--- src/rtl/core/gwf_pkg.sv ---
// Package for the grid wall follower: command, status and heading codes,
// the configuration struct and the neighbour and turn helper functions.
// Depends on nothing; used by every module of the block.
package gwf_pkg;

    // Field widths fixed by the interface.
    localparam int COORD_W   = 4;
    localparam int GRID_W    = 5;
    localparam int MOVES_W   = 16;
    localparam int FIELD_MAX = 16;   // rows and columns that a 4-bit field can name

    localparam int MAX_GRID_DEF = 16;

    localparam logic [GRID_W-1:0]  GRID_MIN        = 5'd3;
    localparam logic [GRID_W-1:0]  GRID_RESET      = 5'd12;
    localparam logic [MOVES_W-1:0] STEP_LIMIT_RESET = 16'd900;

    // Configuration register indexes.
    localparam logic REG_GRID_SIZE  = 1'b0;
    localparam logic REG_STEP_LIMIT = 1'b1;

    // Commands.
    localparam logic [1:0] CMD_WRITE = 2'd0;
    localparam logic [1:0] CMD_START = 2'd1;
    localparam logic [1:0] CMD_STEP  = 2'd2;

    // Headings.
    localparam logic [1:0] HD_EAST  = 2'd0;
    localparam logic [1:0] HD_NORTH = 2'd1;
    localparam logic [1:0] HD_SOUTH = 2'd2;
    localparam logic [1:0] HD_WEST  = 2'd3;

    // Walk status.
    localparam logic [2:0] PH_IDLE     = 3'd0;
    localparam logic [2:0] PH_WALK     = 3'd1;
    localparam logic [2:0] PH_EXIT     = 3'd2;
    localparam logic [2:0] PH_GAVE_UP  = 3'd3;
    localparam logic [2:0] PH_NO_ENTRY = 3'd4;

    typedef struct packed {
        logic [GRID_W-1:0]  grid_size;
        logic [MOVES_W-1:0] step_limit;
    } cfg_t;

    typedef struct packed {
        logic               in_grid;
        logic [COORD_W-1:0] row;
        logic [COORD_W-1:0] col;
    } cell_t;

    function automatic logic [1:0] right_of(logic [1:0] h);
        logic [1:0] r;
        case (h)
            HD_EAST:  r = HD_SOUTH;
            HD_NORTH: r = HD_EAST;
            HD_SOUTH: r = HD_WEST;
            default:  r = HD_NORTH;
        endcase
        return r;
    endfunction

    function automatic logic [1:0] left_of(logic [1:0] h);
        logic [1:0] l;
        case (h)
            HD_EAST:  l = HD_NORTH;
            HD_NORTH: l = HD_WEST;
            HD_SOUTH: l = HD_EAST;
            default:  l = HD_SOUTH;
        endcase
        return l;
    endfunction

    // With this coding the opposite heading is the bitwise complement.
    function automatic logic [1:0] back_of(logic [1:0] h);
        return ~h;
    endfunction

    // Heading tried at position k of the right-hand order.
    function automatic logic [1:0] try_heading(logic [1:0] h, logic [1:0] k);
        logic [1:0] t;
        case (k)
            2'd0:    t = right_of(h);
            2'd1:    t = h;
            2'd2:    t = left_of(h);
            default: t = back_of(h);
        endcase
        return t;
    endfunction

    // Neighbouring cell in direction h, flagged when it lies inside a grid of g.
    function automatic cell_t neighbour(logic [COORD_W-1:0] r, logic [COORD_W-1:0] c,
                                        logic [1:0] h, logic [GRID_W-1:0] g);
        logic [GRID_W-1:0] nr;
        logic [GRID_W-1:0] nc;
        logic              neg;
        cell_t             n;
        nr  = {1'b0, r};
        nc  = {1'b0, c};
        neg = 1'b0;
        case (h)
            HD_EAST:  nc = nc + 5'd1;
            HD_NORTH:
            begin
                neg = (r == '0);
                nr  = nr - 5'd1;
            end
            HD_SOUTH: nr = nr + 5'd1;
            default:
            begin
                neg = (c == '0);
                nc  = nc - 5'd1;
            end
        endcase
        n.in_grid = !neg && (nr < g) && (nc < g);
        n.row     = nr[COORD_W-1:0];
        n.col     = nc[COORD_W-1:0];
        return n;
    endfunction

endpackage

--- src/rtl/core/gwf_wall_mem.sv ---
// Wall map storage: one bit per cell, one write port and one read port
// with registered read data. Depends on gwf_pkg for the default grid bound.
module gwf_wall_mem #(
    parameter  int MAX_GRID = gwf_pkg::MAX_GRID_DEF,
    localparam int Use      = (MAX_GRID < gwf_pkg::FIELD_MAX) ? MAX_GRID : gwf_pkg::FIELD_MAX,
    localparam int Depth    = Use * Use,
    localparam int AddrW    = $clog2(Depth)
) (
    input  logic             clk,
    input  logic             we,
    input  logic [AddrW-1:0] waddr,
    input  logic             wdata,
    input  logic [AddrW-1:0] raddr,
    output logic             rdata
);

    logic wall_mem [Depth];
    logic rdata_reg;

    always_ff @(posedge clk)
    begin
        if (we)
        begin
            wall_mem[waddr] <= wdata;
        end
        rdata_reg <= wall_mem[raddr];
    end

    assign rdata = rdata_reg;

endmodule

--- src/rtl/core/gwf_walk_ctrl.sv ---
// Walk sequencer: clearing pass, cell writes, entry scan, right-hand steps
// and the output register. Reads and writes the map in gwf_wall_mem;
// depends on gwf_pkg.
module gwf_walk_ctrl #(
    parameter  int MAX_GRID = gwf_pkg::MAX_GRID_DEF,
    localparam int Use      = (MAX_GRID < gwf_pkg::FIELD_MAX) ? MAX_GRID : gwf_pkg::FIELD_MAX,
    localparam int Depth    = Use * Use,
    localparam int AddrW    = $clog2(Depth)
) (
    input  logic                clk,
    input  logic                rst_n,
    input  gwf_pkg::cfg_t       cfg,

    input  logic                in_valid,
    output logic                in_stall,
    input  logic [1:0]          command,
    input  logic [3:0]          cell_row,
    input  logic [3:0]          cell_col,
    input  logic                is_wall,

    output logic                out_valid,
    input  logic                out_stall,
    output logic [3:0]          walker_row,
    output logic [3:0]          walker_col,
    output logic [1:0]          facing,
    output logic [15:0]         moves_taken,
    output logic [2:0]          walk_status,

    output logic                mem_we,
    output logic [AddrW-1:0]    mem_waddr,
    output logic                mem_wdata,
    output logic [AddrW-1:0]    mem_raddr,
    input  logic                mem_rdata
);

    typedef enum logic [4:0] {
        ST_CLEAR = 5'b00001,
        ST_IDLE  = 5'b00010,
        ST_SCAN  = 5'b00100,
        ST_STEP  = 5'b01000,
        ST_DONE  = 5'b10000
    } state_t;

    localparam logic [gwf_pkg::GRID_W-1:0] GridTop = gwf_pkg::GRID_W'(Use);

    state_t            state_reg, state_next;
    logic [4:0]        cnt_reg, cnt_next;
    logic [AddrW-1:0]  clr_reg, clr_next;
    logic              inside_reg, inside_next;
    logic [3:0]        row_reg, row_next;
    logic [3:0]        col_reg, col_next;
    logic [1:0]        head_reg, head_next;
    logic [15:0]       moves_reg, moves_next;
    logic [2:0]        phase_reg, phase_next;
    logic              out_valid_reg, out_valid_next;
    logic [3:0]        out_row_reg;
    logic [3:0]        out_col_reg;
    logic [1:0]        out_head_reg;
    logic [15:0]       out_moves_reg;
    logic [2:0]        out_phase_reg;
    logic              load_out;

    logic [gwf_pkg::GRID_W-1:0] g;
    gwf_pkg::cell_t    cand;
    gwf_pkg::cell_t    mv;
    logic [1:0]        prev_head;
    logic [1:0]        new_head;
    logic              open_prev;
    logic [3:0]        new_col;

    function automatic logic [AddrW-1:0] cell_addr(logic [3:0] r, logic [3:0] c);
        return AddrW'(int'(r) * Use + int'(c));
    endfunction

    // Grid size in use, held between GRID_MIN and the largest size that the storage supports.
    always_comb
    begin
        if (cfg.grid_size < gwf_pkg::GRID_MIN)
        begin
            g = gwf_pkg::GRID_MIN;
        end
        else if (cfg.grid_size > GridTop)
        begin
            g = GridTop;
        end
        else
        begin
            g = cfg.grid_size;
        end
    end

    // Step search: the candidate of cnt_reg is read while the one before is checked.
    assign cand      = gwf_pkg::neighbour(row_reg, col_reg,
                           gwf_pkg::try_heading(head_reg, cnt_reg[1:0]), g);
    assign prev_head = gwf_pkg::try_heading(head_reg, cnt_reg[1:0] - 2'd1);
    assign open_prev = inside_reg && !mem_rdata;
    assign new_head  = open_prev ? prev_head : gwf_pkg::back_of(head_reg);
    assign mv        = gwf_pkg::neighbour(row_reg, col_reg, new_head, g);
    assign new_col   = mv.in_grid ? mv.col : col_reg;

    assign load_out = (state_reg == ST_DONE) && (!out_valid_reg || !out_stall);
    assign in_stall = (state_reg != ST_IDLE);

    always_comb
    begin
        state_next  = state_reg;
        cnt_next    = cnt_reg;
        clr_next    = clr_reg;
        inside_next = cand.in_grid;
        row_next    = row_reg;
        col_next    = col_reg;
        head_next   = head_reg;
        moves_next  = moves_reg;
        phase_next  = phase_reg;
        mem_we      = 1'b0;
        mem_waddr   = cell_addr(cell_row, cell_col);
        mem_wdata   = is_wall;
        mem_raddr   = cell_addr(cand.row, cand.col);

        case (state_reg)
            ST_CLEAR:
            begin
                mem_we    = 1'b1;
                mem_waddr = clr_reg;
                mem_wdata = 1'b0;
                clr_next  = clr_reg + 1'b1;
                if (clr_reg == AddrW'(Depth - 1))
                begin
                    state_next = ST_IDLE;
                end
            end
            ST_IDLE:
            begin
                if (in_valid)
                begin
                    state_next = ST_DONE;
                    case (command)
                        gwf_pkg::CMD_WRITE:
                        begin
                            // Cells beyond the storage are dropped.
                            mem_we = (int'(cell_row) < Use) && (int'(cell_col) < Use);
                        end
                        gwf_pkg::CMD_START:
                        begin
                            row_next   = '0;
                            col_next   = 4'd1;
                            head_next  = gwf_pkg::HD_EAST;
                            moves_next = '0;
                            phase_next = gwf_pkg::PH_NO_ENTRY;
                            cnt_next   = '0;
                            state_next = ST_SCAN;
                        end
                        gwf_pkg::CMD_STEP:
                        begin
                            if (phase_reg == gwf_pkg::PH_WALK)
                            begin
                                if (moves_reg >= cfg.step_limit)
                                begin
                                    phase_next = gwf_pkg::PH_GAVE_UP;
                                end
                                else
                                begin
                                    cnt_next   = '0;
                                    state_next = ST_STEP;
                                end
                            end
                        end
                        default:
                        begin
                            state_next = ST_DONE;
                        end
                    endcase
                end
            end
            ST_SCAN:
            begin
                mem_raddr = cell_addr(cnt_reg[3:0], 4'd0);
                if ((cnt_reg != '0) && !mem_rdata)
                begin
                    row_next   = 4'(cnt_reg - 5'd1);
                    phase_next = gwf_pkg::PH_WALK;
                    state_next = ST_DONE;
                end
                else if (cnt_reg == g)
                begin
                    state_next = ST_DONE;
                end
                else
                begin
                    cnt_next = cnt_reg + 5'd1;
                end
            end
            ST_STEP:
            begin
                if ((cnt_reg != '0) && (open_prev || (cnt_reg == 5'd3)))
                begin
                    // Boxed in, the walker turns back; the move counts even if it stays put.
                    head_next = new_head;
                    if (mv.in_grid)
                    begin
                        row_next = mv.row;
                        col_next = mv.col;
                    end
                    moves_next = moves_reg + 16'd1;
                    if ({1'b0, new_col} >= (g - 5'd1))
                    begin
                        phase_next = gwf_pkg::PH_EXIT;
                    end
                    state_next = ST_DONE;
                end
                else
                begin
                    cnt_next = cnt_reg + 5'd1;
                end
            end
            ST_DONE:
            begin
                if (load_out)
                begin
                    state_next = ST_IDLE;
                end
            end
            default:
            begin
                state_next = ST_CLEAR;
            end
        endcase
    end

    always_comb
    begin
        out_valid_next = out_valid_reg && out_stall;
        if (load_out)
        begin
            out_valid_next = 1'b1;
        end
    end

    always_ff @(posedge clk or negedge rst_n)
    begin
        if (!rst_n)
        begin
            state_reg     <= ST_CLEAR;
            cnt_reg       <= '0;
            clr_reg       <= '0;
            inside_reg    <= 1'b0;
            row_reg       <= '0;
            col_reg       <= '0;
            head_reg      <= gwf_pkg::HD_EAST;
            moves_reg     <= '0;
            phase_reg     <= gwf_pkg::PH_IDLE;
            out_valid_reg <= 1'b0;
        end
        else
        begin
            state_reg     <= state_next;
            cnt_reg       <= cnt_next;
            clr_reg       <= clr_next;
            inside_reg    <= inside_next;
            row_reg       <= row_next;
            col_reg       <= col_next;
            head_reg      <= head_next;
            moves_reg     <= moves_next;
            phase_reg     <= phase_next;
            out_valid_reg <= out_valid_next;
        end
    end

    always_ff @(posedge clk)
    begin
        if (load_out)
        begin
            out_row_reg   <= row_reg;
            out_col_reg   <= col_reg;
            out_head_reg  <= head_reg;
            out_moves_reg <= moves_reg;
            out_phase_reg <= phase_reg;
        end
    end

    assign out_valid   = out_valid_reg;
    assign walker_row  = out_row_reg;
    assign walker_col  = out_col_reg;
    assign facing      = out_head_reg;
    assign moves_taken = out_moves_reg;
    assign walk_status = out_phase_reg;

    // The map is written only by the clearing pass or by an accepted write.
    a_write_window: assert property (@(posedge clk) disable iff (!rst_n)
        mem_we |-> (state_reg == ST_CLEAR || state_reg == ST_IDLE))
        else $error("map written outside the clearing pass or a write transaction");

    // A new result only ever comes out of the done state.
    a_load_from_done: assert property (@(posedge clk) disable iff (!rst_n)
        (out_valid_reg && !$past(out_valid_reg)) |-> ($past(state_reg) == ST_DONE))
        else $error("result register loaded outside the done state");

    // The step search never runs past the turn-back candidate.
    a_step_bound: assert property (@(posedge clk) disable iff (!rst_n)
        (state_reg == ST_STEP) |-> (cnt_reg <= 5'd3))
        else $error("step search ran past four candidates");

    // The entry scan stops at the last row of the grid in use.
    a_scan_bound: assert property (@(posedge clk) disable iff (!rst_n)
        (state_reg == ST_SCAN) |-> (cnt_reg <= g))
        else $error("entry scan ran beyond the grid");

endmodule

--- src/rtl/core/grid_wall_follower.sv ---
// Grid wall follower: right-hand walker over a map of wall bits.
// Each accepted command gives one result: a cell write or a step that does not move goes straight to the done state,
// a step reads the map once per candidate heading (pipelined), and a start reads it
// once per row of column 0.
// One transaction is in work at a time; the next is taken the cycle after its result is loaded.
// After reset the map is cleared, all min(MAX_GRID,16)^2 cells, with input stalled.
module grid_wall_follower #(
    parameter int MAX_GRID = gwf_pkg::MAX_GRID_DEF
) (
    input  logic        clk,
    input  logic        rst_n,

    input  logic        cfg_write,
    input  logic        cfg_index,
    input  logic [15:0] cfg_data,

    input  logic        in_valid,
    output logic        in_stall,
    input  logic [1:0]  command,
    input  logic [3:0]  cell_row,
    input  logic [3:0]  cell_col,
    input  logic        is_wall,

    output logic        out_valid,
    input  logic        out_stall,
    output logic [3:0]  walker_row,
    output logic [3:0]  walker_col,
    output logic [1:0]  facing,
    output logic [15:0] moves_taken,
    output logic [2:0]  walk_status
);

    localparam int Use   = (MAX_GRID < gwf_pkg::FIELD_MAX) ? MAX_GRID : gwf_pkg::FIELD_MAX;
    localparam int AddrW = $clog2(Use * Use);

    logic [4:0]    grid_size_reg;
    logic [15:0]   step_limit_reg;
    gwf_pkg::cfg_t cfg;

    logic             mem_we;
    logic [AddrW-1:0] mem_waddr;
    logic             mem_wdata;
    logic [AddrW-1:0] mem_raddr;
    logic             mem_rdata;

    always_ff @(posedge clk or negedge rst_n)
    begin
        if (!rst_n)
        begin
            grid_size_reg  <= gwf_pkg::GRID_RESET;
            step_limit_reg <= gwf_pkg::STEP_LIMIT_RESET;
        end
        else if (cfg_write)
        begin
            case (cfg_index)
                gwf_pkg::REG_GRID_SIZE:  grid_size_reg  <= cfg_data[4:0];
                gwf_pkg::REG_STEP_LIMIT: step_limit_reg <= cfg_data;
                default:                 grid_size_reg  <= grid_size_reg;
            endcase
        end
    end

    assign cfg.grid_size  = grid_size_reg;
    assign cfg.step_limit = step_limit_reg;

    gwf_walk_ctrl #(
        .MAX_GRID (MAX_GRID)
    ) u_ctrl (
        .clk         (clk),
        .rst_n       (rst_n),
        .cfg         (cfg),
        .in_valid    (in_valid),
        .in_stall    (in_stall),
        .command     (command),
        .cell_row    (cell_row),
        .cell_col    (cell_col),
        .is_wall     (is_wall),
        .out_valid   (out_valid),
        .out_stall   (out_stall),
        .walker_row  (walker_row),
        .walker_col  (walker_col),
        .facing      (facing),
        .moves_taken (moves_taken),
        .walk_status (walk_status),
        .mem_we      (mem_we),
        .mem_waddr   (mem_waddr),
        .mem_wdata   (mem_wdata),
        .mem_raddr   (mem_raddr),
        .mem_rdata   (mem_rdata)
    );

    gwf_wall_mem #(
        .MAX_GRID (MAX_GRID)
    ) u_mem (
        .clk   (clk),
        .we    (mem_we),
        .waddr (mem_waddr),
        .wdata (mem_wdata),
        .raddr (mem_raddr),
        .rdata (mem_rdata)
    );

endmodule
--- config.mk ---
export PLATFORM = sky130hd
export DESIGN_NAME = grid_wall_follower
export DESIGN_NICKNAME = d
export VERILOG_FILES = /design/src/rtl/core/gwf_pkg.sv /design/src/rtl/core/gwf_wall_mem.sv /design/src/rtl/core/gwf_walk_ctrl.sv /design/src/rtl/core/grid_wall_follower.sv
export SDC_FILE = /design/constraint.sdc
export NUM_CORES = 1
export LEC_CHECK = 0
export BUFFER_PORTS_ARGS = -buffer_cell sky130_fd_sc_hd__buf_2
export CAP_MARGIN = 20
export CORE_MARGIN = 2
export CORE_UTILIZATION = 55
export DETAILED_ROUTE_END_ITERATION = 10
export HOLD_SLACK_MARGIN = 0.12
export PLACE_DENSITY = 0.72
export SLEW_MARGIN = 20
export SYNTH_ARGS = -nofsm -noshare
export SYNTH_HDL_FRONTEND = slang
export SYNTH_SLANG_ARGS = --single-unit
--- constraint.sdc ---
create_clock -name clk -period 13.1 [get_ports clk]
set_clock_uncertainty 0.15 [all_clocks]
set_input_delay 0.655 -clock clk [delete_from_list [all_inputs] [get_ports clk]]
set_output_delay 0.655 -clock clk [all_outputs]
set_load 0.05 [all_outputs]
Word level (Yosys, flattened, before mapping)
Memories as Yosys holds them, arrays and structs flattened. A register that Yosys moved wholly into a read port is not among the register bits. Index checks and enable logic that the tools add are counted.

Add/sub/neg operators: 12. Multiply operators: 0. Divide/modulo/power cells: 0. $lt $le $gt $ge: 8. Eq/ne operators: 38. Shift operators: 0. Mux-type cells: 67. Bitwise operators: 2. Reductions and logical operators: 38.

Operator list (count): 5-bit two-way mux (16); 5-bit case mux with 2 select lines (6); 16-bit two-way mux (3); 4-bit two-way mux (9); 16-bit case mux with 2 select lines (1); 5-bit case mux with 5 select lines (1); 2-bit case mux with 3 select lines (4); 5-bit less-than comparator (4); 3-bit two-way mux (6); 16-bit by 1-bit adder with 16-bit output (second input constant) (1); 8-bit by 4-bit adder with 8-bit output (2); 16-bit greater-or-equal comparator (1); 8-bit two-way mux (2); 8-bit AND reduction (2); 5-bit case mux with 3 select lines (1); 2-bit by 1-bit == test with 1-bit output (second input constant) (6); 2-bit == test (second input constant) (6); 2-bit logical NOT (6); 2-bit by 1-bit inequality test with 1-bit output (second input constant) (6); 4-bit case mux with 3 select lines (1); 4-bit by 1-bit adder with 5-bit output (second input constant) (2); 5-bit by 2-bit == test with 1-bit output (second input constant) (2); 2-bit inequality test (second input constant) (5); 4-bit by 1-bit subtractor with 5-bit output (second input constant) (2); 40 further kinds (70).

Register bits after elaboration: 99. Bits in latches: 0. Bits in writable memories: 256. Memory bits (read-only): 0. Input bits: 33. Output and inout port bits: 31. Word-level logic and storage cells: 183. Memories kept: 1.

Memories: u_mem.wall_mem (words 256, bits a word 1, rd ports 1, clocked after memory_dff 1, write ports 1, RTL line gwf_wall_mem.sv:17) `logic wall_mem [Depth];`.

Depth between registers and ports, before layout
Depth in word-level cells: 15. Mapped depth: 28. Depth with buffers taken out: 27.

By module
Synthesis repeated with hierarchy kept, for this count alone.

Cells, all modules: 1445. Area, all modules: 17560.6 sq um.

By module, submodules not included: gwf_wall_mem (times used 1, cells an instance 788, area each 11128.2 sq um, sequential area each 7707.4 sq um); gwf_walk_ctrl (times used 1, cells an instance 612, area each 5634.2 sq um, sequential area each 2098.3 sq um); grid_wall_follower (times used 1, cells an instance 45, area each 798.3 sq um, sequential area each 533.0 sq um).

Least setup slack after synthesis
Ideal clock, no wire load.

Path type: register to register. Start: reg u_ctrl.state_reg[2]. End: mem u_mem.wall_mem[0], data pin. Library setup time: 0.866 ns. Arrival time: 4.471 ns. Data required time: 12.084 ns. Path slack: 7.613 ns. Cell stages (with the launch flop): 6. Path buffers: 1. Period minus slack after synthesis: 5.487 ns. Cell sequence: dfrtp_1 or2_2 nor3_1 nand2_1 clkbuf_1 and2_1.

Word-level cells in the longest chain between the ends: 2.

Ends and longest elaborated chain: start: declaration (RTL line gwf_walk_ctrl.sv:46) `state_t state_reg, state_next;`; start signal: assignment (RTL line gwf_walk_ctrl.sv:256) `state_reg <= state_next;`; 5-bit by 1-bit == test with 1-bit output (RTL line gwf_walk_ctrl.sv:120) `case (state_reg)`; 1-bit two-way mux (RTL line gwf_walk_ctrl.sv:120); via mem_wdata (RTL line grid_wall_follower.sv:42) `logic mem_wdata;`; end: declaration (RTL line gwf_wall_mem.sv:17).

The timed path passes the listed nets, and every way through them passes these cells.

Final worst setup path
Start: reg u_ctrl.cnt_reg[0]. End: reg u_ctrl.phase_reg[2].

Word-level cells in the longest chain between the ends: 14. Elaborated cells on any way between the ends: 30. Those cells by class: add/sub: 1; order compare: 3; eq/ne: 8; mux: 6; reduce/logical: 12.

Ends and longest elaborated chain: start: declaration (RTL line gwf_walk_ctrl.sv:47) `logic [4:0] cnt_reg, cnt_next;`; start signal: assignment (RTL line gwf_walk_ctrl.sv:257) `cnt_reg <= cnt_next;`; branches (longest 13 deep; another with 5-bit less-than comparator); 8-bit AND reduction (no line) (*); end signal: assignment (RTL line gwf_walk_ctrl.sv:251) `phase_reg <= gwf_pkg::PH_IDLE;`; end signal: assignment (RTL line gwf_walk_ctrl.sv:264) `phase_reg <= phase_next;`; end: declaration (RTL line gwf_walk_ctrl.sv:54) `logic [2:0] phase_reg, phase_next;`.

Every way passes the cells marked *. A chain may end at the register's enable or synchronous reset.

==> impl_metrics.tcl <==
set metrics [dict create \
    root_buffer "clkbuf_16" \
    synth_top_area_share_pct 46.6 \
    htreeDepth 2 \
    netlist_area_mm2 0.0184 \
    area_growth_pct 9.54 \
    startpoint_type "register" \
    timing.hold.ws_ns 0.0819 \
    final_common_cell "nor2_1" \
    via_count 14000 \
    syn_area_per_cell_um2 10.7 \
    rows 66 \
    drv_cap 0 \
    grt_max_degree 130 \
    fp.dieArea_mm2 0.0349 \
    drv_slew 0 \
    worstPathArrival_ns 6.45 \
    initial_core_util_pct 56.1 \
    period_needed_ns 6.18 \
    layout_common_cells "nor2_1, edfxtp_1, nand2_1, dfrtp_1, buf_2" \
    yosys.area.top_type "edfxtp_1" \
    drc_errors 0 \
    synth-seq-cells 356 \
    ys_seq_area_share_pct 56.3 \
    wl_um 48000 \
    tns_ns 0 \
    hold_buffers 0 \
    synth.area.top_cells "edfxtp_1, dfrtp_1, nor2_1, nand2_1, ha_1" \
    n_antenna_cell 0 \
    die_h_um 187 \
    cts.clk_slew.worst_paths_ns 0.06 \
    synth_flop_cell "edfxtp_1" \
    path_class "reg2reg" \
    slew_headroom_pct 29.8 \
    largest_reg_flops 256 \
    dr.pass1.iters 6 \
    ir_worst_vdd_mv 0.179 \
    syn_inst 1723 \
    drive_above_1_share_pct 11.6 \
    ant_nets 0 \
    grt_overflow_total 0 \
    path_common_cell "a21oi_1" \
    num_io_pins 64 \
    finalHoldViolations 0 \
    post-cts-setup-buffers 0 \
    cts_num_sinks 356 \
    io_buffers 63 \
    async_reset_ff_share_pct 19.7 \
    setup_viol 0 \
    fmax_mhz 162 \
    grt.total_usage_pct 27.2 \
    die_x_um 187 \
    cp.required_ns 13.37 \
    utilization_pct 61.5 \
    grt_pass1_vias 13500 \
    final.period_utilization_pct 47.2 \
    hold_class "in2async" \
    end_kind "register" \
    gp_congestion 0.909 \
    clock_latency_ns 0.54 \
    nets 1835 \
    regMostFlops "u_mem.wall_mem" \
    via_per_inst 6.34 \
    syn-num-nets 1814 \
    rsz0062_at_grt "false" \
    grt_pass1_wl_um 74900 \
    p_per_area_mw_per_mm2 251 \
    p_leak_nw 7.30 \
    routedWlPerCell_um 21.7 \
    synth_warnings 0 \
    cts_tree "done" \
    first_iter_violations 1610 \
    cts_resized 0 \
    antenna_found_initial 0 \
    worst_pin_slew_ns 1.05 \
    synth.distinct_cells 89 \
    cp_max_fo 13 \
    hpwlAfterDp_um 30800 \
    clockBufferDepth 3 \
    slowest_delay_ns 0.55 \
    synth_edf_count 285 \
    slowest_stage "ha_1" \
    status "completed" \
    cts_buffers 39 \
    core_mm2 0.0327 \
]
==> metal layers <==
layer	GRT usage, %	routed length, µm	part of all wire, %	vias up
li1	-	-	-	6309
met1	36.2	19600	41	6893
met3	4.06	3840	8.0	128
met4	9.95	1540	3.2	0
met5	0	0	0	-
met2	45.6	23000	48	664
==> synthesized netlist by cell type (all sizes together) (8+ instances only) <==
library cell,number
a211oi,16
a21oi,51
buf,33
inv,44
a32oi,10
o211ai,11
nand2,220
nand2b,15
a221oi,13
mux2,41
xnor2,12
or3,10
a21o,19
nand4,15
o31ai,11
a31oi,13
a22oi,13
nor2,320
nor2b,11
mux2i,50
o22ai,31
o21bai,8
ha,58
nor3,29
clkbuf,64
nand3,53
xor2,15
nand3b,11
o21ai,62
o2111ai,10
and3,9
dfrtp,63
a211o,10
edfxtp,285
==> power by group <==
part / total [mW] / internal, mW / switching (mW)
sequential: 1.45 / 1.37 / 0.0734
clock: 1.00 / 0.570 / 0.432
combinational: 2.59 / 0.841 / 1.75
total: 5.04 / 2.79 / 2.26
==> cell type report <==
type / count / area, µm²
fillers: 2667 / 12600
flip-flops and latches: 356 / 10300
multi-input cells: 1225 / 7450
clock buffers: 48 / 1060
well taps: 442 / 553
repair buffers: 77 / 447
inverters: 45 / 171
clock inverters: 15 / 85.1
==> cells by family after synthesis <==
family | after synthesis | share of synthesized area [%]
AND/OR/NAND/NOR | 722 | 17.3
flip-flops | 356 | 56.3
AO/OA/AOI/OAI | 327 | 12.7
buffers and inverters | 142 | 3.26
multiplexers | 91 | 5.24
adder cells (fa/ha/maj) | 58 | 3.95
XOR/XNOR | 27 | 1.29
==> final timing paths <==
kind                                startpoint                     to  slack, ns  cells after the start
min                                      rst_n      u_ctrl.clr_reg[3]       0.08                      1
max                          u_ctrl.cnt_reg[0]    u_ctrl.phase_reg[2]       6.92                     26
max reg2reg                  u_ctrl.cnt_reg[0]    u_ctrl.phase_reg[2]       6.92                     26
min in group clk                   cfg_data[6]      step_limit_reg[6]       0.20                      2
max in group asynchronous                rst_n      u_ctrl.row_reg[2]      12.08                      1
min reg2reg                u_ctrl.phase_reg[0]  u_ctrl.walk_status[0]       0.34                      0
==> worst max-delay path: cells and delay by family (launching register included) <==
kind / cells / cell delay [ns]
muxes: 1 / 0.29
buffers and inverters: 3 / 0.38
and+or+nand+nor: 2 / 0.29
AOI/OAI and AO/OA: 16 / 3.06
adders and majority gates: 4 / 1.37
DFF: 1 / 0.51
==> per-stage QoR <==
| stage | cells | instance area (µm²) | worst slack (ns) | power, mW |
|---|---|---|---|---|
| 2_1_floorplan | 1723 | 18400 | 7.61 | 3.26 |
| 3_3_place_gp | 2144 | 18900 | 7.30 | 3.94 |
| 3_5_place_dp | 2144 | 18900 | 7.04 | 3.98 |
| 4_1_cts | 2207 | 20100 | 7.04 | 4.99 |
| 5_1_grt | 2208 | 20100 | 6.45 | 5.30 |
| 6_report | 2208 | 20100 | 6.92 | 5.04 |
Note: power is estimated with default switching activity, not from simulation.
